==> config.mk <==
export PLATFORM = sky130hd
export DESIGN_NAME = bds_ctrl
export DESIGN_NICKNAME = d
export VERILOG_FILES = /design/src/rtl/bds_pkg.sv /design/src/rtl/bds_ctrl.sv
export SDC_FILE = /design/constraint.sdc
export NUM_CORES = 1
export LEC_CHECK = 0
export BUFFER_PORTS_ARGS = -buffer_cell sky130_fd_sc_hd__buf_2
export CORE_UTILIZATION = 53
export CTS_CLUSTER_DIAMETER = 50
export DETAILED_ROUTE_END_ITERATION = 6
export PLACE_DENSITY = 0.77
export SETUP_SLACK_MARGIN = 0.4
export SYNTH_ARGS = -nofsm -noshare
export SYNTH_HDL_FRONTEND = slang
export SYNTH_SLANG_ARGS = --single-unit
==> constraint.sdc <==
create_clock -name clk -period 4.3 [get_ports clk]
set_input_delay 1.29 -clock clk [delete_from_list [all_inputs] [get_ports clk]]
set_output_delay 1.29 -clock clk [all_outputs]
set_load 0.005 [all_outputs]
==> src/rtl/bds_pkg.sv <==
// shared types, constants and sample format helpers for the 2x2 box downsampler
`timescale 1ns / 1ps
`default_nettype none
package bds_pkg;

    localparam int DEF_MAX_WIDTH = 4096;
    localparam int DEF_MAX_BANDS = 4;
    localparam int NUM_PORTS     = 4;

    localparam int SAMPLE_W   = 32;
    localparam int SUM_W      = 34;
    localparam int WIDTH_W    = 13;
    localparam int HEIGHT_W   = 16;
    localparam int BAND_W     = 3;
    localparam int FMT_W      = 3;
    localparam int CFG_IDX_W  = 2;
    localparam int CFG_DATA_W = 16;

    localparam logic [CFG_IDX_W-1:0] CFG_WIDTH  = 2'd0;
    localparam logic [CFG_IDX_W-1:0] CFG_HEIGHT = 2'd1;
    localparam logic [CFG_IDX_W-1:0] CFG_BANDS  = 2'd2;
    localparam logic [CFG_IDX_W-1:0] CFG_FORMAT = 2'd3;

    localparam logic [WIDTH_W-1:0]  RST_WIDTH  = 13'd256;
    localparam logic [HEIGHT_W-1:0] RST_HEIGHT = 16'd256;
    localparam logic [BAND_W-1:0]   RST_BANDS  = 3'd1;

    localparam logic [FMT_W-1:0] FMT_U8  = 3'd0;
    localparam logic [FMT_W-1:0] FMT_S8  = 3'd1;
    localparam logic [FMT_W-1:0] FMT_U16 = 3'd2;
    localparam logic [FMT_W-1:0] FMT_S16 = 3'd3;
    localparam logic [FMT_W-1:0] FMT_U32 = 3'd4;
    localparam logic [FMT_W-1:0] FMT_S32 = 3'd5;
    localparam logic [FMT_W-1:0] FMT_LAB = 3'd6;

    localparam logic [1:0] BAND_L = 2'd0;
    localparam logic [1:0] BAND_A = 2'd1;
    localparam logic [1:0] BAND_B = 2'd2;

    typedef struct packed {
        logic             hold_we;
        logic             odd_col;
        logic             ram_we;
        logic             ram_re;
        logic             result;
        logic             upper_from_ram;
        logic             end_of_row;
        logic             end_of_image;
        logic [FMT_W-1:0] fmt;
        logic [BAND_W-1:0] band_limit;
    } actl_t;

    function automatic int addr_w(input int depth);
        return (depth > 1) ? $clog2(depth) : 1;
    endfunction

    function automatic logic signed [SUM_W-1:0] widen(
        input logic [SAMPLE_W-1:0] raw,
        input logic [FMT_W-1:0]    fmt,
        input logic [1:0]          band
    );
        logic signed [SUM_W-1:0] v;
        case (fmt)
            FMT_S8:  v = {{26{raw[7]}}, raw[7:0]};
            FMT_U16: v = {18'b0, raw[15:0]};
            FMT_S16: v = {{18{raw[15]}}, raw[15:0]};
            FMT_U32: v = {2'b0, raw};
            FMT_S32: v = {{2{raw[31]}}, raw};
            FMT_LAB:
            begin
                if (band == BAND_L)
                begin
                    v = {26'b0, raw[7:0]};
                end
                else if (band == BAND_A || band == BAND_B)
                begin
                    v = {{26{raw[7]}}, raw[7:0]};
                end
                else
                begin
                    v = '0;
                end
            end
            default: v = {26'b0, raw[7:0]};
        endcase
        return v;
    endfunction

    function automatic logic [SAMPLE_W-1:0] fmt_mask(input logic [FMT_W-1:0] fmt);
        logic [SAMPLE_W-1:0] m;
        case (fmt)
            FMT_U16, FMT_S16: m = 32'h0000_FFFF;
            FMT_U32, FMT_S32: m = 32'hFFFF_FFFF;
            default:          m = 32'h0000_00FF;
        endcase
        return m;
    endfunction

endpackage
`default_nettype wire

==> src/rtl/bds_ctrl.sv <==
// configuration registers, column and row counters and per-pixel decode
`timescale 1ns / 1ps
`default_nettype none
module bds_ctrl #(
    parameter int MAX_WIDTH = bds_pkg::DEF_MAX_WIDTH,
    parameter int MAX_BANDS = bds_pkg::DEF_MAX_BANDS
) (
    input  wire logic                                               clk,
    input  wire logic                                               rst_n,
    input  wire logic                                               cfg_we,
    input  wire logic [bds_pkg::CFG_IDX_W-1:0]                      cfg_index,
    input  wire logic [bds_pkg::CFG_DATA_W-1:0]                     cfg_data,
    input  wire logic                                               fire,
    output bds_pkg::actl_t                                          actl,
    output logic [bds_pkg::addr_w((MAX_WIDTH + 1) / 2)-1:0]         addr
);
    import bds_pkg::*;

    localparam int CW    = $clog2(MAX_WIDTH);
    localparam int AW    = addr_w((MAX_WIDTH + 1) / 2);
    localparam int CMP_W = (CW + 1 > WIDTH_W) ? CW + 1 : WIDTH_W;
    localparam logic [CMP_W-1:0]  MAXW_C  = CMP_W'(MAX_WIDTH);
    localparam logic [BAND_W-1:0] MAXB_C  = BAND_W'(MAX_BANDS);
    localparam logic [BAND_W-1:0] LAB_NB  = (MAX_BANDS < 3) ? BAND_W'(MAX_BANDS) : 3'd3;

    logic [WIDTH_W-1:0]  width_reg;
    logic [HEIGHT_W-1:0] height_reg;
    logic [BAND_W-1:0]   bands_reg;
    logic [FMT_W-1:0]    fmt_reg;
    logic [CW-1:0]       col_reg, col_next;
    logic [HEIGHT_W-1:0] row_reg, row_next;

    logic [CW:0]         col_inc;
    logic [CW:0]         col_half;
    logic [HEIGHT_W:0]   row_inc;
    logic                last_col, last_row, pair_ok, odd_row;
    logic [FMT_W-1:0]    fmt_eff;
    logic [BAND_W-1:0]   nb;

    always_ff @(posedge clk or negedge rst_n)
    begin
        if (!rst_n)
        begin
            width_reg  <= RST_WIDTH;
            height_reg <= RST_HEIGHT;
            bands_reg  <= RST_BANDS;
            fmt_reg    <= FMT_U8;
        end
        else if (cfg_we)
        begin
            case (cfg_index)
                CFG_WIDTH:  width_reg  <= cfg_data[WIDTH_W-1:0];
                CFG_HEIGHT: height_reg <= cfg_data[HEIGHT_W-1:0];
                CFG_BANDS:  bands_reg  <= cfg_data[BAND_W-1:0];
                CFG_FORMAT: fmt_reg    <= cfg_data[FMT_W-1:0];
                default:    ;
            endcase
        end
    end

    always_comb
    begin
        col_inc  = {1'b0, col_reg} + 1'b1;
        row_inc  = {1'b0, row_reg} + 1'b1;
        col_half = {1'b0, col_reg} >> 1;
        last_col = (width_reg == '0) || (CMP_W'(col_inc) >= CMP_W'(width_reg))
                   || (CMP_W'(col_inc) >= MAXW_C);
        last_row = (height_reg == '0) || (row_inc >= {1'b0, height_reg});
        pair_ok  = col_reg[0] || last_col;
        odd_row  = row_reg[0];

        fmt_eff = (fmt_reg > FMT_LAB) ? FMT_U8 : fmt_reg;
        if (bands_reg == '0)
        begin
            nb = 3'd1;
        end
        else if (bands_reg > MAXB_C)
        begin
            nb = MAXB_C;
        end
        else
        begin
            nb = bands_reg;
        end
        if (fmt_eff == FMT_LAB)
        begin
            nb = LAB_NB;
        end

        actl.hold_we        = !pair_ok;
        actl.odd_col        = col_reg[0];
        actl.ram_we         = pair_ok && !odd_row && !last_row;
        actl.ram_re         = pair_ok && odd_row;
        actl.result         = pair_ok && (odd_row || last_row);
        actl.upper_from_ram = odd_row;
        actl.end_of_row     = last_col;
        actl.end_of_image   = last_col && last_row;
        actl.fmt            = fmt_eff;
        actl.band_limit     = nb;

        addr = col_half[AW-1:0];

        col_next = col_reg;
        row_next = row_reg;
        if (fire)
        begin
            if (last_col)
            begin
                col_next = '0;
                row_next = last_row ? '0 : row_inc[HEIGHT_W-1:0];
            end
            else
            begin
                col_next = col_inc[CW-1:0];
            end
        end
    end

    always_ff @(posedge clk or negedge rst_n)
    begin
        if (!rst_n)
        begin
            col_reg <= '0;
            row_reg <= '0;
        end
        else
        begin
            col_reg <= col_next;
            row_reg <= row_next;
        end
    end

endmodule
`default_nettype wire

==> results_dict.tcl <==
set metrics [dict create \
    status "complete, but fails checks" \
    violations "setup timing" \
    cp_slowest_cell "dfrtp_1" \
    timing.critical_path.fanout_max 3 \
    yosysWarnings 0 \
    dr.first_iter.drc_count 208 \
    wl_per_cell_um 17.38 \
    clock_sinks 63 \
    ys.flop_type "dfrtp_1" \
    power.total_uw 1811 \
    worst_r2r_path_depth 15 \
    maxCapViolations 0 \
    synth_edf_count 0 \
    fp.coreArea_mm2 0.006907 \
    worst-slew-pin-transition_ns 1.145 \
    worstSetupPathType "flip-flop to output pin" \
    startpoint_type "flip-flop" \
    vias 3297 \
    slew_headroom_pct 23.69 \
    met3_usage_pct 6.919 \
    cts_tree "built" \
    clock_path_buffers 2 \
    yosysUniqueCellTypes 52 \
    via_per_inst 5.784 \
    crit_required_ns 3.01 \
    drc 0 \
    min_path_type "flip-flop to flip-flop" \
    synth_area_mm2 0.003845 \
    max_freq_mhz 227.1 \
    fin_skew_ns 0.007899 \
    die_h_um 87.18 \
    track_usage_pct 27.24 \
    top_usage_layer "met2" \
    cts_buffers 9 \
    die_x_um 87.18 \
    io_pins 47 \
    num_rows 30 \
    hold_viol_final 0 \
    peakVddDrop_mv 0.3710 \
    grt_pass1_vias 3177 \
    drt-pass1-iter-count 4 \
    crit_path_end_kind "output pin" \
    r2r_slack_ns 0.86 \
    start_util_pct 55.67 \
    min_to "bands_reg[1]" \
    worst_slack_ns -0.1030 \
    antennaDiodeCount 0 \
    cts_max_level 3 \
    worstReg2RegEnd "row_reg[6]" \
    finalSetupViolCount 4 \
    cpPeakStageDelay_ns 0.40 \
    critPathArrivalTime_ns 3.11 \
    portBuffers 46 \
    period_share_pct 102.4 \
    synth.avg_cell_area_um2 9.884 \
    hpwl_um 6756 \
    gp_congestion 0.8802 \
    ys_async_sr_fraction_pct 100.0 \
    crit_chain "ha_4 > and3_4 > and3_4 > nand3_1 > xnor2_2 > ha_1 > nand4_1 > a2111oi_2 > o21ai_1 > nand4_1 > buf_4 > nor3_2 > nor2_1 > buf_2" \
    fillers 543 \
    final_nets 522 \
    cts_hold_buf 0 \
    leakage_uw 0.002408 \
    powerDensity_mw_per_mm2 376.8 \
    clk_pin_slew_worst_paths_ns 0.07 \
    cts-root-buf "clkbuf_8" \
    synth_fp_nets 442 \
    synth-seq-cells 63 \
    hold_path_startpoint "bands_reg[1]" \
    grt_max_degree 51 \
    worstSkewPairLatency_ns 0.35 \
    gr-total-overflow 0 \
    hold_depth 1 \
    synth_cells 389 \
    drt_wl_total_um 9904 \
    drive_above_1_share_pct 35.23 \
    area_delta_synth_final_pct 24.99 \
    drv_slew 0 \
    tns_ns -0.3202 \
    ys_seq_area_share_pct 41.10 \
    rsz0062_at_grt "yes" \
    dp_slack_ns 0.02728 \
    timing.rr.start "row_reg[8]" \
    period_minus_slack_ns 4.403 \
    gr-usage-met1_pct 34.88 \
    grt_pass1_wl_um 15430 \
    die_area_mm2 0.007599 \
    antenna_found_initial 0 \
    grtUsageMet2_pct 44.88 \
    drtAntennaViolNets 0 \
]
## worst max-delay path: cells and delay by family, from the launching register on
| kind | cells | cell delay [ns] |
|---|---|---|
| XOR/XNOR | 1 | 0.18 |
| buffers and inverters | 2 | 0.27 |
| AND/OR/NAND/NOR | 7 | 1.00 |
| adder cells (fa/ha/maj) | 2 | 0.49 |
| flip-flops | 1 | 0.40 |
| AO/OA/AOI/OAI | 2 | 0.41 |
## cells in the final DEF (no fill, tap or decap), types with 4 or more instances in the layout
cell / n
nand4_1: 5
o221ai_1: 4
clkbuf_8: 9
nor2_1: 11
dfrtp_1: 54
o21ai_0: 20
inv_1: 31
xnor2_2: 4
a21o_1: 4
nand2_1: 39
a21oi_1: 7
o2bb2ai_1: 4
and3_1: 4
xor2_1: 5
a22o_1: 15
buf_2: 44
nand2b_1: 5
o21ai_1: 4
mux2_2: 23
buf_4: 33
nand3_1: 13
dfrtp_2: 6
and3_4: 6
nor3_1: 4
nor2b_1: 7
ha_1: 29
nor4_1: 6
xnor2_1: 8
## area by class of cell
type / count / area (µm²) / area share [%]
timing repair buffer: 80 / 501.7 / 10.44
multi-input combinational: 283 / 2293 / 47.72
tap: 96 / 120.1 / 2.499
inverter: 32 / 120.1 / 2.499
sequential: 63 / 1588 / 33.04
clock inverter: 4 / 47.55 / 0.9893
clock buffer: 12 / 135.1 / 2.812
## cells by family after synthesis
family / count (synthesis) / synth area share [%]
buffers and inverters: 43 / 4.621
flip-flops: 63 / 41.10
multiplexers: 25 / 7.257
AO/OA/AOI/OAI: 78 / 14.90
XOR/XNOR: 20 / 4.556
AND/OR/NAND/NOR: 129 / 17.47
adder cells (fa/ha/maj): 31 / 10.09
## metal layers
metal | routed length, µm | share of wire (%)
met1 | 4330 | 44
met2 | 4910 | 50
met3 | 462 | 4.7
met4 | 201 | 2.0
met5 | 0 | 0
## per-stage QoR
stage | std cells | hold WS, ns | util (%) | area (µm²)
final | 570 | 0.5238 | 69.58 | 4806
after detailed placement | 530 | 0.5058 | 62.07 | 4287
after global routing | 570 | 0.5391 | 69.58 | 4806
after global placement | 530 | 0.4931 | 62.07 | 4287
after floorplan | 389 | 0.4793 | - | 3916
after CTS | 563 | 0.5230 | 67.88 | 4688
## synth_stat cells, drive strengths merged, types with 5 or more instances
cell type	number	area, µm²
ha	31	387.9
nor4	6	37.54
and3	10	62.56
mux2	23	259.0
inv	32	120.1
nor2	15	58.81
xor2	8	70.07
nor3	8	45.04
a21oi	8	40.04
o21ai	24	120.1
nand2	40	150.1
clkbuf	7	26.28
and2	5	31.28
nand3	15	75.07
nor2b	7	43.79
xnor2	12	105.1
nand4	5	31.28
dfrtp	60	1501
a22o	15	131.4
nand2b	5	31.28
## timing repair
item	in CTS	in global routing
setup endpoints to repair	6	6
resized for setup	18	18
pin swaps	17	13
setup buffers	17	7
## how the worst max path moves through the flow
stage,startpoint,to,slack (ns),cells after the start
floorplan,col_reg[2],actl[6],0.11,14
global placement,row_reg[1],actl[6],0.10,13
detailed placement,col_reg[4],actl[9],0.03,14
CTS,row_reg[1],actl[11],-0.12,13
global route,row_reg[1],actl[9],-0.25,14
finish,row_reg[1],actl[9],-0.10,14
## where the power goes
group          leakage [µW]  total (µW)  internal (µW)  switching, µW
Sequential         0.000770         752            683           69.7
Combinational       0.00155         559            271            288
Clock             0.0000904         500            266            233
Total               0.00241        1810           1220            590
(Power assumes the default switching activity.)
