`config.mk`:
```
export PLATFORM = sky130hd
export DESIGN_NAME = bds_lane
export DESIGN_NICKNAME = d
export VERILOG_FILES = /design/src/rtl/bds_pkg.sv /design/src/rtl/bds_lane.sv
export SDC_FILE = /design/constraint.sdc
export NUM_CORES = 1
export LEC_CHECK = 0
export ABC_AREA = 1
export BUFFER_PORTS_ARGS = -buffer_cell sky130_fd_sc_hd__buf_2
export CAP_MARGIN = 10
export CORE_MARGIN = 3
export CORE_UTILIZATION = 60
export CTS_CLUSTER_SIZE = 12
export DETAILED_ROUTE_END_ITERATION = 12
export PLACE_DENSITY = 0.87
export SETUP_SLACK_MARGIN = 0.5
export SYNTH_ARGS = -nofsm -noshare
export SYNTH_HDL_FRONTEND = slang
export SYNTH_SLANG_ARGS = --single-unit
```
`constraint.sdc`:
```
create_clock -name clk -period 8.3 [get_ports clk]
set_input_delay 1.66 -clock clk [delete_from_list [all_inputs] [get_ports clk]]
set_output_delay 1.66 -clock clk [all_outputs]
set_load 0.005 [all_outputs]
```
`src/rtl/bds_pkg.sv`:
```
// shared types, constants and sample format helpers for the 2x2 box downsampler
`timescale 1ns / 1ps
`default_nettype none
package bds_pkg;

    localparam int DEF_MAX_WIDTH = 4096;
    localparam int DEF_MAX_BANDS = 4;
    localparam int NUM_PORTS     = 4;

    localparam int SAMPLE_W   = 32;
    localparam int SUM_W      = 34;
    localparam int WIDTH_W    = 13;
    localparam int HEIGHT_W   = 16;
    localparam int BAND_W     = 3;
    localparam int FMT_W      = 3;
    localparam int CFG_IDX_W  = 2;
    localparam int CFG_DATA_W = 16;

    localparam logic [CFG_IDX_W-1:0] CFG_WIDTH  = 2'd0;
    localparam logic [CFG_IDX_W-1:0] CFG_HEIGHT = 2'd1;
    localparam logic [CFG_IDX_W-1:0] CFG_BANDS  = 2'd2;
    localparam logic [CFG_IDX_W-1:0] CFG_FORMAT = 2'd3;

    localparam logic [WIDTH_W-1:0]  RST_WIDTH  = 13'd256;
    localparam logic [HEIGHT_W-1:0] RST_HEIGHT = 16'd256;
    localparam logic [BAND_W-1:0]   RST_BANDS  = 3'd1;

    localparam logic [FMT_W-1:0] FMT_U8  = 3'd0;
    localparam logic [FMT_W-1:0] FMT_S8  = 3'd1;
    localparam logic [FMT_W-1:0] FMT_U16 = 3'd2;
    localparam logic [FMT_W-1:0] FMT_S16 = 3'd3;
    localparam logic [FMT_W-1:0] FMT_U32 = 3'd4;
    localparam logic [FMT_W-1:0] FMT_S32 = 3'd5;
    localparam logic [FMT_W-1:0] FMT_LAB = 3'd6;

    localparam logic [1:0] BAND_L = 2'd0;
    localparam logic [1:0] BAND_A = 2'd1;
    localparam logic [1:0] BAND_B = 2'd2;

    typedef struct packed {
        logic             hold_we;
        logic             odd_col;
        logic             ram_we;
        logic             ram_re;
        logic             result;
        logic             upper_from_ram;
        logic             end_of_row;
        logic             end_of_image;
        logic [FMT_W-1:0] fmt;
        logic [BAND_W-1:0] band_limit;
    } actl_t;

    function automatic int addr_w(input int depth);
        return (depth > 1) ? $clog2(depth) : 1;
    endfunction

    function automatic logic signed [SUM_W-1:0] widen(
        input logic [SAMPLE_W-1:0] raw,
        input logic [FMT_W-1:0]    fmt,
        input logic [1:0]          band
    );
        logic signed [SUM_W-1:0] v;
        case (fmt)
            FMT_S8:  v = {{26{raw[7]}}, raw[7:0]};
            FMT_U16: v = {18'b0, raw[15:0]};
            FMT_S16: v = {{18{raw[15]}}, raw[15:0]};
            FMT_U32: v = {2'b0, raw};
            FMT_S32: v = {{2{raw[31]}}, raw};
            FMT_LAB:
            begin
                if (band == BAND_L)
                begin
                    v = {26'b0, raw[7:0]};
                end
                else if (band == BAND_A || band == BAND_B)
                begin
                    v = {{26{raw[7]}}, raw[7:0]};
                end
                else
                begin
                    v = '0;
                end
            end
            default: v = {26'b0, raw[7:0]};
        endcase
        return v;
    endfunction

    function automatic logic [SAMPLE_W-1:0] fmt_mask(input logic [FMT_W-1:0] fmt);
        logic [SAMPLE_W-1:0] m;
        case (fmt)
            FMT_U16, FMT_S16: m = 32'h0000_FFFF;
            FMT_U32, FMT_S32: m = 32'hFFFF_FFFF;
            default:          m = 32'h0000_00FF;
        endcase
        return m;
    endfunction

endpackage
`default_nettype wire

```
`src/rtl/bds_lane.sv`:
```
// one band lane: widening, horizontal pair sum, left hold and block average
`timescale 1ns / 1ps
`default_nettype none
module bds_lane #(
    parameter int LANE = 0
) (
    input  wire logic                                clk,
    input  wire logic                                fire,
    input  wire bds_pkg::actl_t                      actl,
    input  wire logic [bds_pkg::SAMPLE_W-1:0]        sample,
    output logic signed [bds_pkg::SUM_W-1:0]         pair,
    input  wire logic                                b_load,
    input  wire bds_pkg::actl_t                      b_actl,
    input  wire logic [bds_pkg::SUM_W-1:0]           ram_upper,
    output logic [bds_pkg::SAMPLE_W-1:0]             result
);
    import bds_pkg::*;

    localparam logic [1:0]        BAND_ID = 2'(LANE);
    localparam logic [BAND_W-1:0] LANE_C  = BAND_W'(LANE);

    logic [SAMPLE_W-1:0]     hold_reg;
    logic signed [SUM_W-1:0] pair_b_reg;
    logic signed [SUM_W-1:0] cur, left, upper;
    logic signed [SUM_W:0]   total;

    always_comb
    begin
        cur  = widen(sample, actl.fmt, BAND_ID);
        left = widen(hold_reg, actl.fmt, BAND_ID);
        pair = actl.odd_col ? left + cur : cur + cur;
    end

    always_ff @(posedge clk)
    begin
        if (fire && actl.hold_we)
        begin
            hold_reg <= sample;
        end
        if (b_load)
        begin
            pair_b_reg <= pair;
        end
    end

    // floor divide by four is an arithmetic shift of the block sum
    always_comb
    begin
        upper  = b_actl.upper_from_ram ? signed'(ram_upper) : pair_b_reg;
        total  = {upper[SUM_W-1], upper} + {pair_b_reg[SUM_W-1], pair_b_reg};
        result = (LANE_C < b_actl.band_limit) ? (total[SUM_W-1:2] & fmt_mask(b_actl.fmt)) : '0;
    end

endmodule
`default_nettype wire

```
==> metrics.md, run 1 <==
| Metric | Value |
|---|---|
| Outcome | `completed` |
| Primary FF master, synth | `edfxtp_1` |
| Crit start category | `input pin` |
| Row cnt | `40` |
| Die Y | `118 microns` |
| Synth cell count leaders | `nand2_1, a21oi_1, nor2_1, inv_1, o21ai_0` |
| Met3 wire length | `1.18 mm` |
| Met2 wire len | `10.6 mm` |
| Met1 wire length | `8.95 mm` |
| Final Skew | `0.00499 ns` |
| Measured slew at the worst slew-check pin | `1.11 ns` |
| CTS Buf Count | `9` |
| Max clock buf depth | `2` |
| Die ar. | `0.0138 sq mm` |
| # IOs | `163` |
| First-pass GRT wire length | `34.5 mm` |
| Internal | `0.000916 W` |
| Crit path arrival time | `4.91 ns` |
| Max Clock Freq | `0.152 GHz` |
| Top fanout value on the critical path | `17` |
| Hold_buf cts | `0` |
| Root buf cell | `clkbuf_16` |
| Combinational power share | `52.1%` |
| Share of layout cells above drive strength 1 | `16.6%` |
| WHS Endpoint | `pair_b_reg[0]` |
| Sequential share of power | `27.7%` |
| Crit path kind | `input pin to primary output` |
| Largest net degree at the start of global routing | `42` |
| Number of cells on the worst hold path | `3` |
| Max reg flops | `34` |
| Routed Antenna Nets | `0` |
| Worst Path Required | `6.64 ns` |
| Syn Nets | `1296` |
| TritonCTS clock tree | `built` |
| H-tree depth | `3` |
| Iter 0 DRT Violations | `550` |
| Core ar. | `0.0121 sq mm` |
| Worst r2r dst | `pair_b_reg[33]` |
| Sw Pwr | `0.000672 W` |
| Sw Share | `42.3%` |
| Clock latency on the worst-skew pair | `0.33 ns` |
| DR WL/cell | `14.9 microns` |
| Post-synth top area cell | `edfxtp_1` |
| Cells after Synth | `1132` |
| Die width | `118 microns` |
| First-pass detailed-route iteration total | `6` |
| Clock period minus worst slack | `6.57 ns` |
| Ys async rst share | `0%` |
| Vias in the first global route | `7608` |
| Top cells by area, synth | `edfxtp_1, nand2_1, ha_1` |
| Initial antenna violation count | `0` |
| Leak | `4.21 nW` |
| Distinct cells, synth | `43` |
| Slew Viols, Final | `0` |
| Synth-to-Final Area Change | `14.7%` |
| Tcrit/Tclk final | `79.2%` |
| Clk slew on worst S/H paths | `0.05 ns` |
| Ys Warns | `0` |
| Total negative slack | `0 ns` |
| Total grt overflow | `0` |
| Detailed-route via count | `7973` |
| CTS Sinks | `66` |
| HPWL reported at the end of detailed placement | `17.9 mm` |
| Hold path start | `hold_reg[0]` |
| Worst reg-to-reg path cell count | `13` |
| Setup Viol. Count Final | `0` |
| Initial Util | `61.7%` |
| Layout Nets | `1432` |
| R2r setup slk | `5.20 ns` |
| Top cell type's share of synthesized area | `26.5%` |
| # Post-CTS Setup Buffers | `0` |
| RSZ-0062 raised after global routing | `false` |
| Peak VDD IR | `0.142 mV` |
| Finished Core Util | `70.8%` |
| Post-CTS sizing | `0` |
| GRT Overall Usage | `30.3%` |
| Hold_ws | `0.675 ns` |
| Final hold vios | `0` |
| PortBufs | `145` |
| Relative slew slack | `25.9%` |
| Vias per Instance | `5.54` |
| Register area share after synthesis | `26.5%` |
| Worst setup EP type | `primary output` |
| Highest routed layer | `met4` |
| Hold Crit Class | `register to register` |
| Detailed Route WL | `21.5 mm` |
| Remaining DRCs | `0` |
| Clk pwr share | `20.2%` |
| Post-synth EDFFs | `66` |
| Fillers | `1095` |
| GPL Wtd Cong | `0.953` |
| Max-cap violation count | `0` |
| CP startpoint | `actl[4]` |
| Cell with the most instances after synthesis | `nand2_1` |
| Power density over the cells | `185 mW/mm^2` |
| Synth Cell Area | `0.00747 sq mm` |
| Register bit total from synthesis | `66` |
| Ant diodes | `0` |
| R2r startpoint | `hold_reg[7]` |
| Post-Syn Area per Cell | `6.60 sq um` |
[area by class of cell]
| type | count | area [sq um] | share of cell area (%) |
|---|---|---|---|
| clock buffers | 10 | 229 | 2.67 |
| inverters | 100 | 375 | 4.38 |
| clock inverters | 5 | 22.5 | 0.263 |
| well taps | 168 | 210 | 2.45 |
| repair buffers | 146 | 733 | 8.56 |
| flip-flops and latches | 66 | 1980 | 23.1 |
| multi-input cells | 945 | 5020 | 58.5 |
[power by group through the flow]
stage | Clock [W] | Combinational [W] | Sequential, W
finish | 0.000320 | 0.000827 | 0.000441
global route | 0.000338 | 0.000923 | 0.000445
CTS | 0.000323 | 0.000817 | 0.000440
detailed placement | 0 | 0.000811 | 0.000446
global placement | 0 | 0.000803 | 0.000444
floorplan | 0 | 0.000554 | 0.000439
[stage by stage]
step	setup WS [ns]	std cells	power [W]	cell area, sq um
2_1_floorplan	2.60	1132	0.000994	7470
3_3_place_gp	1.84	1425	0.00125	8320
3_5_place_dp	1.78	1425	0.00126	8320
4_1_cts	1.78	1440	0.00158	8570
5_1_grt	1.39	1440	0.00171	8570
6_report	1.73	1440	0.00159	8570
[critical path, cell delays in order]
cell	delay (ns)
buf_2	0.11
inv_1	0.08
nor2_2	0.09
a32oi_2	0.63
nand2_1	0.22
nand2_1	0.10
o21ai_0	0.13
ha_1	0.44
nand2_1	0.12
nor2_1	0.26
nand2_1	0.13
nor2_1	0.19
nand4_1	0.14
nand3_1	0.16
xor2_1	0.27
buf_2	0.17
[worst max path at each step]
stage | to | slack, ns | cells past startpoint
floorplan | pair[26] | 2.60 | 18
global placement | pair[24] | 1.84 | 13
detailed placement | pair[26] | 1.78 | 17
CTS | pair[26] | 1.78 | 17
global route | pair[33] | 1.39 | 16
finish | pair[33] | 1.73 | 16
[cells by family (layout without fill, tap and decap cells)]
| group | after synthesis | in the layout | share of synthesized area, % |
|---|---|---|---|
| XOR/XNOR | 30 | 30 | 3.52 |
| buffers and inverters | 121 | 261 | 6.36 |
| adder cells (fa/ha/maj) | 67 | 67 | 11.3 |
| flip-flops | 66 | 66 | 26.5 |
| AND/OR/NAND/NOR | 583 | 583 | 32.2 |
| AO/OA/AOI/OAI | 265 | 265 | 20.1 |
[layout by cell type (no fill, tap or decap), drive strengths merged, types with 17 or more instances in the layout]
cell type and count:
a21oi 133, nand2 381, nor2 128, xor2 17, nand3 40, inv 100, edfxtp 66, buf 146
o21ai 92, ha 66
[routing by layer]
layer,track usage (%),vias up
li1,-,4090
met3,4.04,57
met5,0,-
met1,36.6,3535
met4,12.6,0
met2,54.3,291
Power figures use the tool's default switching activity.
==> run 2: changes to the inputs <==
- ABC_AREA: 1 -> 0
- CORE_UTILIZATION: 60 -> 56
- PLACE_DENSITY: 0.87 -> 0.82
- clock period: 8.3 -> 6.8 ns (I/O delays scaled with it)
==> run 2 against run 1 <==
Effect of this change:
- power increased by 29%
- sequential power up 22%
- routed wire length shrank 15%
- synthesized cell count is 25% lower
- register-to-register slack got worse by 1.9 ns
- setup slack worse by 1.0 ns
- clock skew grew 0.0021 ns
- highest routed layer unchanged
==> metrics.md, run 2 <==
| Metric | Value |
|---|---|
| Outcome | `completed (unchanged)` |
| # IOs | `163 (unchanged)` |
| Iter 0 DRT Violations | `480 (was 550)` |
| Worst Path Required | `5.44 ns (was 6.64 ns)` |
| CP cell instances | `buf_2 > nand2b_1 > nor2_1 > and2_2 > a21o_1 > nor2_1 > a21oi_1 > ha_1 > a21oi_1 > o22ai_1 > nor4b_1 > a21oi_1 > a211o_1 > a31oi_1 > xnor2_1 > buf_2 (was buf_2 > inv_1 > nor2_2 > a32oi_2 > nand2_1 > nand2_1 > o21ai_0 > ha_1 > nand2_1 > nor2_1 > nand2_1 > nor2_1 > nand4_1 > nand3_1 > xor2_1 > buf_2)` |
| Combinational power share | `52.6% (was 52.1%)` |
| Peak VDD IR | `0.154 mV (was 0.142 mV)` |
| Multi-input gate area | `0.00481 sq mm (was 0.00502 sq mm)` |
| Core ar. | `0.0123 sq mm (was 0.0121 sq mm)` |
| Distinct cells, synth | `72 (was 43)` |
| Max-cap violation count | `0 (unchanged)` |
| Top cell type's share of synthesized area | `27.7% (was 26.5%)` |
| Post-Syn Area per Cell | `8.43 sq um (was 6.60 sq um)` |
| Hold_ws | `0.779 ns (was 0.675 ns)` |
| Max Clock Freq | `0.164 GHz` |
| PortBufs | `145 (unchanged)` |
| Share of layout cells above drive strength 1 | `22.6% (was 16.6%)` |
| Largest net degree at the start of global routing | `35 (was 42)` |
| Cells after Synth | `847 (was 1132)` |
| Initial antenna violation count | `0 (unchanged)` |
| CTS Buf Count | `9 (unchanged)` |
| Sw Pwr | `0.000809 W (was 0.000672 W)` |
| Crit path top cell by count | `a21oi_1 (was nand2_1)` |
| Hold path start | `hold_reg[0] (unchanged)` |
| Top cells by area, synth | `edfxtp_1, ha_1, a21oi_1 (was edfxtp_1, nand2_1, ha_1)` |
| Clock latency on the worst-skew pair | `0.33 ns (about the same)` |
| Root buf cell | `clkbuf_16 (unchanged)` |
| Final Skew | `0.00709 ns (was 0.00499 ns)` |
| Initial Util | `58.3% (was 61.7%)` |
| Slew Viols, Final | `0 (unchanged)` |
| R2r setup slk | `3.33 ns (was 5.20 ns)` |
| Row cnt | `40 (unchanged)` |
| Register bit total from synthesis | `66 (unchanged)` |
| Relative slew slack | `49.9% (was 25.9%)` |
| Primary FF master, synth | `edfxtp_1 (unchanged)` |
| Register area | `0.00198 sq mm (unchanged)` |
| Worst setup EP type | `primary output (unchanged)` |
| Crit start category | `input pin (unchanged)` |
| Hold_buf cts | `0 (unchanged)` |
| GRT Overall Usage | `24.6% (was 30.3%)` |
| Die Y | `119 microns (was 118 microns)` |
| Die width | `119 microns (was 118 microns)` |
| Most frequent cells in the layout | `buf_2, a21oi_1, nor2_1 (was nand2_1, buf_2, a21oi_1)` |
| Sw Share | `39.5% (was 42.3%)` |
| Routed Antenna Nets | `0 (unchanged)` |
| Detailed-route via count | `6741 (was 7973)` |
| Fillers | `1059 (was 1095)` |
| Clk slew on worst S/H paths | `0.05 ns (about the same)` |
| Max clock buf depth | `2 (unchanged)` |
| TritonCTS clock tree | `built (unchanged)` |
| Internal | `0.00124 W (was 0.000916 W)` |
| Ant diodes | `0 (unchanged)` |
| HPWL reported at the end of detailed placement | `14.4 mm (was 17.9 mm)` |
| Register area share after synthesis | `27.7% (was 26.5%)` |
| Setup Viol. Count Final | `0 (unchanged)` |
| Ys async rst share | `0% (unchanged)` |
| Total negative slack | `0 ns (unchanged)` |
| Remaining DRCs | `0 (unchanged)` |
| Max reg flops | `34 (unchanged)` |
| Cell with the most instances after synthesis | `a21oi_1 (was nand2_1)` |
| # Post-CTS Setup Buffers | `0 (unchanged)` |
| Final hold vios | `0 (unchanged)` |
| Measured slew at the worst slew-check pin | `0.752 ns (was 1.11 ns)` |
| H-tree depth | `3 (unchanged)` |
| Worst reg-to-reg path cell count | `12 (was 13)` |
| DR WL/cell | `16.1 microns (was 14.9 microns)` |
| Syn Nets | `1011 (was 1296)` |
| Sequential share of power | `26.3% (was 27.7%)` |
| RSZ-0062 raised after global routing | `true (was false)` |
| Synth cell count leaders | `a21oi_1, nor2_1, edfxtp_1, ha_1, nand2_1 (was nand2_1, a21oi_1, nor2_1, inv_1, o21ai_0)` |
| Power density over the cells | `251 mW/mm^2 (was 185 mW/mm^2)` |
| First-pass GRT wire length | `28.9 mm (was 34.5 mm)` |
| Synth-to-Final Area Change | `14.4% (was 14.7%)` |
| Hold Crit Class | `register to register (unchanged)` |
| Tcrit/Tclk final | `89.9%` |
| Total grt overflow | `0 (unchanged)` |
| Layout Nets | `1123 (was 1432)` |
| Die ar. | `0.0141 sq mm (was 0.0138 sq mm)` |
| Synth Cell Area | `0.00714 sq mm (was 0.00747 sq mm)` |
| Crit path arrival time | `4.75 ns (was 4.91 ns)` |
| Commonest non-fill, non-tap cell in the layout | `buf_2 (was nand2_1)` |
| CP max stage cell | `a211o_1 (was a32oi_2)` |
| Vias per Instance | `5.96 (was 5.54)` |
| Vias in the first global route | `6142 (was 7608)` |
| Crit path kind | `input pin to primary output (unchanged)` |
| Clk pwr share | `21.1% (was 20.2%)` |
| Clock period minus worst slack | `6.11 ns` |
| Detailed Route WL | `18.2 mm (was 21.5 mm)` |
| R2r startpoint | `hold_reg[7] (unchanged)` |
| Post-synth top area cell | `edfxtp_1 (unchanged)` |
| First-pass detailed-route iteration total | `5 (was 6)` |
| Post-synth EDFFs | `66 (unchanged)` |
| WHS Endpoint | `pair_b_reg[0] (unchanged)` |
| Top fanout value on the critical path | `8 (was 17)` |
| GPL Wtd Cong | `0.967 (was 0.953)` |
| Number of cells on the worst hold path | `2 (was 3)` |
| Leak | `3.64 nW (was 4.21 nW)` |
| Ys Warns | `0 (unchanged)` |
| Worst r2r dst | `pair_b_reg[32] (was pair_b_reg[33])` |
| CTS Sinks | `66 (unchanged)` |
| Critical Path Max Stage Delay | `0.38 ns (was 0.63 ns)` |
## run 2: power groups by stage
stage | logic (W) | clock network [W] | registers [W]
detailed placement | 0.00106 | 0 | 0.000546
CTS | 0.00107 | 0.000440 | 0.000538
floorplan | 0.000765 | 0 | 0.000536
global route | 0.00119 | 0.000458 | 0.000544
global placement | 0.00105 | 0 | 0.000543
finish | 0.00108 | 0.000432 | 0.000539
## run 2: logic make-up (layout without fill, tap and decap cells)
| family | after synthesis | after routing | synth area share, % |
|---|---|---|---|
| AO/OA/AOI/OAI | 289 | 289 | 25.0 |
| AND/OR/NAND/NOR | 242 | 242 | 16.5 |
| buffers and inverters | 84 | 200 | 5.31 |
| adder cells (fa/ha/maj) | 67 | 67 | 11.8 |
| flip-flops | 66 | 66 | 27.7 |
| XOR/XNOR | 56 | 56 | 6.87 |
| multiplexers | 43 | 43 | 6.71 |
## run 2: through the flow
stage	power, W	instance area (sq um)	worst slack (ns)	instances	util (%)
after floorplan	0.00130	7140	1.24	847	-
after global placement	0.00159	7880	0.578	1116	64.2
after detailed placement	0.00160	7880	0.464	1116	64.2
after CTS	0.00204	8150	0.556	1131	66.5
after global routing	0.00220	8170	0.477	1131	66.7
final	0.00205	8170	0.689	1131	66.7
## run 2: worst max-delay path by stage
stage,cells past startpoint,to,start
2_1_floorplan,14,pair[32],actl[4]
3_3_place_gp,14,pair[27],actl[5]
3_5_place_dp,14,pair[27],actl[5]
4_1_cts,14,pair[27],actl[5]
5_1_grt,14,pair[27],actl[5]
6_report,16,pair[23],actl[5]
## run 2: final cells by class
class	count	share of cell area, %
clock buffer	11	2.85
clock inverter	4	0.536
inverter	34	1.56
multi-input combinational	697	58.8
sequential	66	24.2
tap	168	2.57
timing repair buffer	151	9.43
## run 2: layer usage
layer | part of all wire (%) | wire length (microns) | global-route usage [%] | up-vias
li1 | - | - | - | 3377
met1 | 45 | 8110 | 33.3 | 3068
met2 | 47 | 8630 | 41.2 | 263
met3 | 5.8 | 1060 | 3.37 | 33
met4 | 2.1 | 380 | 7.10 | 0
met5 | 0 | 0 | 0 | -
## run 2: repair_timing
item                                    4_1_cts  5_1_grt
resized for setup                             1        6
endpoints found under the setup margin        2       11
hold endpoints to repair                      0        0
## run 2: critical path, delay by kind of cell
family | cells | cell delay, ns
compound gates | 7 | 1.53
buf+inv | 2 | 0.31
simple gates | 5 | 0.98
fa+ha+maj | 1 | 0.35
xor+xnor | 1 | 0.21
==> run 3: changes to the inputs <==
- ABC_AREA: 0 -> 1
- ABC_CLOCK_PERIOD_IN_PS: unset -> 6800
- CORE_UTILIZATION: 56 -> 57
- PLACE_DENSITY: 0.82 -> 0.83
==> run 3 against run 2 <==
Effect of this change:
- hold slack lost 0.054 ns
- highest routed layer unchanged
- critical endpoint is now pair[20]
- register-to-register slack better by 0.41 ns
- utilization increased by 0.79 points
- sequential share of layout area down 1.2 points
- routed wire length rose by 13%
- global-route usage is 3.8 points higher
- power fell by 5.7%
- critical path type unchanged
==> metrics.md, run 3 (same netlist as run 1, synthesis figures left out) <==
| Metric | Value |
|---|---|
| Max clock buf depth | `2 (unchanged)` |
| Worst Path Required | `5.44 ns (about the same)` |
| Total power | `0.00193 W (was 0.00205 W)` |
| Routed Antenna Nets | `0 (unchanged)` |
| H-tree depth | `3 (unchanged)` |
| PortBufs | `145 (unchanged)` |
| Hold Crit Class | `register to register (unchanged)` |
| GRT Overall Usage | `28.4% (was 24.6%)` |
| Row cnt | `41 (was 40)` |
| CTS Buf Count | `9 (unchanged)` |
| Final Skew | `0.00758 ns (was 0.00709 ns)` |
| HPWL reported at the end of detailed placement | `17.1 mm (was 14.4 mm)` |
| Commonest non-fill, non-tap cell in the layout | `nand2_1 (was buf_2)` |
| Peak VDD IR | `0.159 mV (was 0.154 mV)` |
| CP bufs+invs | `4 (was 2)` |
| Clock latency on the worst-skew pair | `0.34 ns (was 0.33 ns)` |
| Crit start category | `input pin (unchanged)` |
| DR WL/cell | `14.3 microns (was 16.1 microns)` |
| CP max stage cell | `a32oi_2 (was a211o_1)` |
| Crit path top cell by count | `nand2_1 (was a21oi_1)` |
| Initial antenna violation count | `0 (unchanged)` |
| GPL Wtd Cong | `0.952 (was 0.967)` |
| Total negative slack | `0 ns (unchanged)` |
| Clock period minus worst slack | `5.93 ns (was 6.11 ns)` |
| Final hold vios | `0 (unchanged)` |
| Share of layout cells above drive strength 1 | `16.7% (was 22.6%)` |
| Post-DP Area | `0.00833 sq mm (was 0.00788 sq mm)` |
| Power density over the cells | `225 mW/mm^2 (was 251 mW/mm^2)` |
| Worst setup EP type | `primary output (unchanged)` |
| Kind of cell adding the most delay to the critical path | `simple AND/OR/NAND/NOR gates (was compound AO/OA/AOI/OAI gates)` |
| Leak | `4.21 nW (was 3.64 nW)` |
| Relative slew slack | `22.5% (was 49.9%)` |
| Max-cap violation count | `0 (unchanged)` |
| Clk slew on worst S/H paths | `0.05 ns (about the same)` |
| CP cell instances | `buf_2 > inv_1 > nor2_2 > a32oi_2 > nand2_1 > nand2_1 > o21ai_0 > ha_1 > nand2_1 > nor2_1 > inv_1 > nor3_1 > nand4_1 > nand2_1 > xor2_1 > buf_2 (was buf_2 > nand2b_1 > nor2_1 > and2_2 > a21o_1 > nor2_1 > a21oi_1 > ha_1 > a21oi_1 > o22ai_1 > nor4b_1 > a21oi_1 > a211o_1 > a31oi_1 > xnor2_1 > buf_2)` |
| Setup Viol. Count Final | `0 (unchanged)` |
| Critical Path Max Stage Delay | `0.61 ns (was 0.38 ns)` |
| Top fanout value on the critical path | `17 (was 8)` |
| Die Y | `120 microns (was 119 microns)` |
| Max reg flops | `34 (unchanged)` |
| Initial Util | `58.7% (was 58.3%)` |
| TritonCTS clock tree | `built (unchanged)` |
| Ant diodes | `0 (unchanged)` |
| Crit path kind | `input pin to primary output (unchanged)` |
| Outcome | `completed (unchanged)` |
| First-pass detailed-route iteration total | `5 (unchanged)` |
| Detailed-route via count | `7918 (was 6741)` |
| DP Worst Slack | `1.01 ns (was 0.464 ns)` |
| Detailed Route WL | `20.6 mm (was 18.2 mm)` |
| Remaining DRCs | `0 (unchanged)` |
| # IOs | `163 (unchanged)` |
| Hold_buf cts | `0 (unchanged)` |
| Tcrit/Tclk final | `87.1% (was 89.9%)` |
| Most frequent cells in the layout | `nand2_1, buf_2, a21oi_1 (was buf_2, a21oi_1, nor2_1)` |
| Vias per Instance | `5.48 (was 5.96)` |
| Largest net degree at the start of global routing | `37 (was 35)` |
| Max Clock Freq | `0.169 GHz (was 0.164 GHz)` |
| Crit path setup slack, layout | `0.875 ns (was 0.689 ns)` |
| Crit path arrival time | `4.57 ns (was 4.75 ns)` |
| Cell area after layout | `0.00858 sq mm (was 0.00817 sq mm)` |
| Iter 0 DRT Violations | `564 (was 480)` |
| First-pass GRT wire length | `33.5 mm (was 28.9 mm)` |
| Post-CTS sizing | `0 (was 1)` |
| Layout Nets | `1433 (was 1123)` |
| Die width | `120 microns (was 119 microns)` |
| Core ar. | `0.0127 sq mm (was 0.0123 sq mm)` |
| Synth-to-Final Area Change | `14.9% (was 14.4%)` |
| Die ar. | `0.0145 sq mm (was 0.0141 sq mm)` |
| Root buf cell | `clkbuf_16 (unchanged)` |
| CTS Sinks | `66 (unchanged)` |
| # Post-CTS Setup Buffers | `0 (unchanged)` |
| RSZ-0062 raised after global routing | `false (was true)` |
| Vias in the first global route | `7277 (was 6142)` |
| Slew Viols, Final | `0 (unchanged)` |
| Total grt overflow | `0 (unchanged)` |
| Measured slew at the worst slew-check pin | `1.16 ns (was 0.752 ns)` |
-- run 3: cell types whose count changed in the layout (fill, tap and decap cells not counted), moves of 18 or more --
cell / previous run / this run
inv_1: 34 / 100
xnor2_1: 31 / 13
nand2_2: 0 / 24
nand2_1: 64 / 356
a21o_1: 27 / 8
nor2_1: 77 / 123
mux2_2: 39 / 0
o21ai_0: 34 / 78
nand3_1: 16 / 36
-- run 3: worst register-to-register path: stages, from the launching register on --
cell,delay [ns]
edfxtp_1,0.40
nand2_1,0.11
nand2_1,0.28
a21oi_1,0.21
o21ai_0,0.12
ha_1,0.40
nand2_1,0.13
nor2_1,0.17
inv_1,0.09
nor3_1,0.31
nand4_1,0.16
nand2_1,0.13
xor2_1,0.33
-- run 3: layer usage --
| layer | part of all wire, % | track usage (%) |
|---|---|---|
| met1 | 42 | 36.1 |
| met2 | 48 | 48.9 |
| met3 | 5.5 | 2.85 |
| met4 | 4.4 | 13.0 |
| met5 | 0 | 0 |
-- run 3: through the flow --
step | cells | utilization [%] | hold WS, ns
global route | 1445 | 67.5 | 0.811
finish | 1445 | 67.5 | 0.726
detailed placement | 1430 | 65.5 | 0.668
floorplan | 1132 | - | 0.645
CTS | 1445 | 67.5 | 0.731
global placement | 1430 | 65.5 | 0.658
-- run 3: final timing paths --
kind,startpoint,end,slack (ns),cells past startpoint
worst max-delay path,actl[4],pair[20],0.87,16
worst min-delay path,hold_reg[0],pair_b_reg[0],0.73,3
worst max register to register,hold_reg[7],pair_b_reg[20],3.74,12
worst min register to register,hold_reg[0],pair_b_reg[0],0.73,3
-- run 3: final cells by class --
type	count	area, sq um
clock buffers	10	229
clock inverters	5	22.5
fillers	1226	4140
inverters	100	375
multi-input cells	945	5020
flip-flops and latches	66	1980
well taps	172	215
repair buffers	147	741
-- run 3: where the power goes --
group,switching [W],internal (W)
Clock,0.000154,0.000239
Combinational,0.000638,0.000365
Sequential,0.0000241,0.000514
Total,0.000816,0.00112
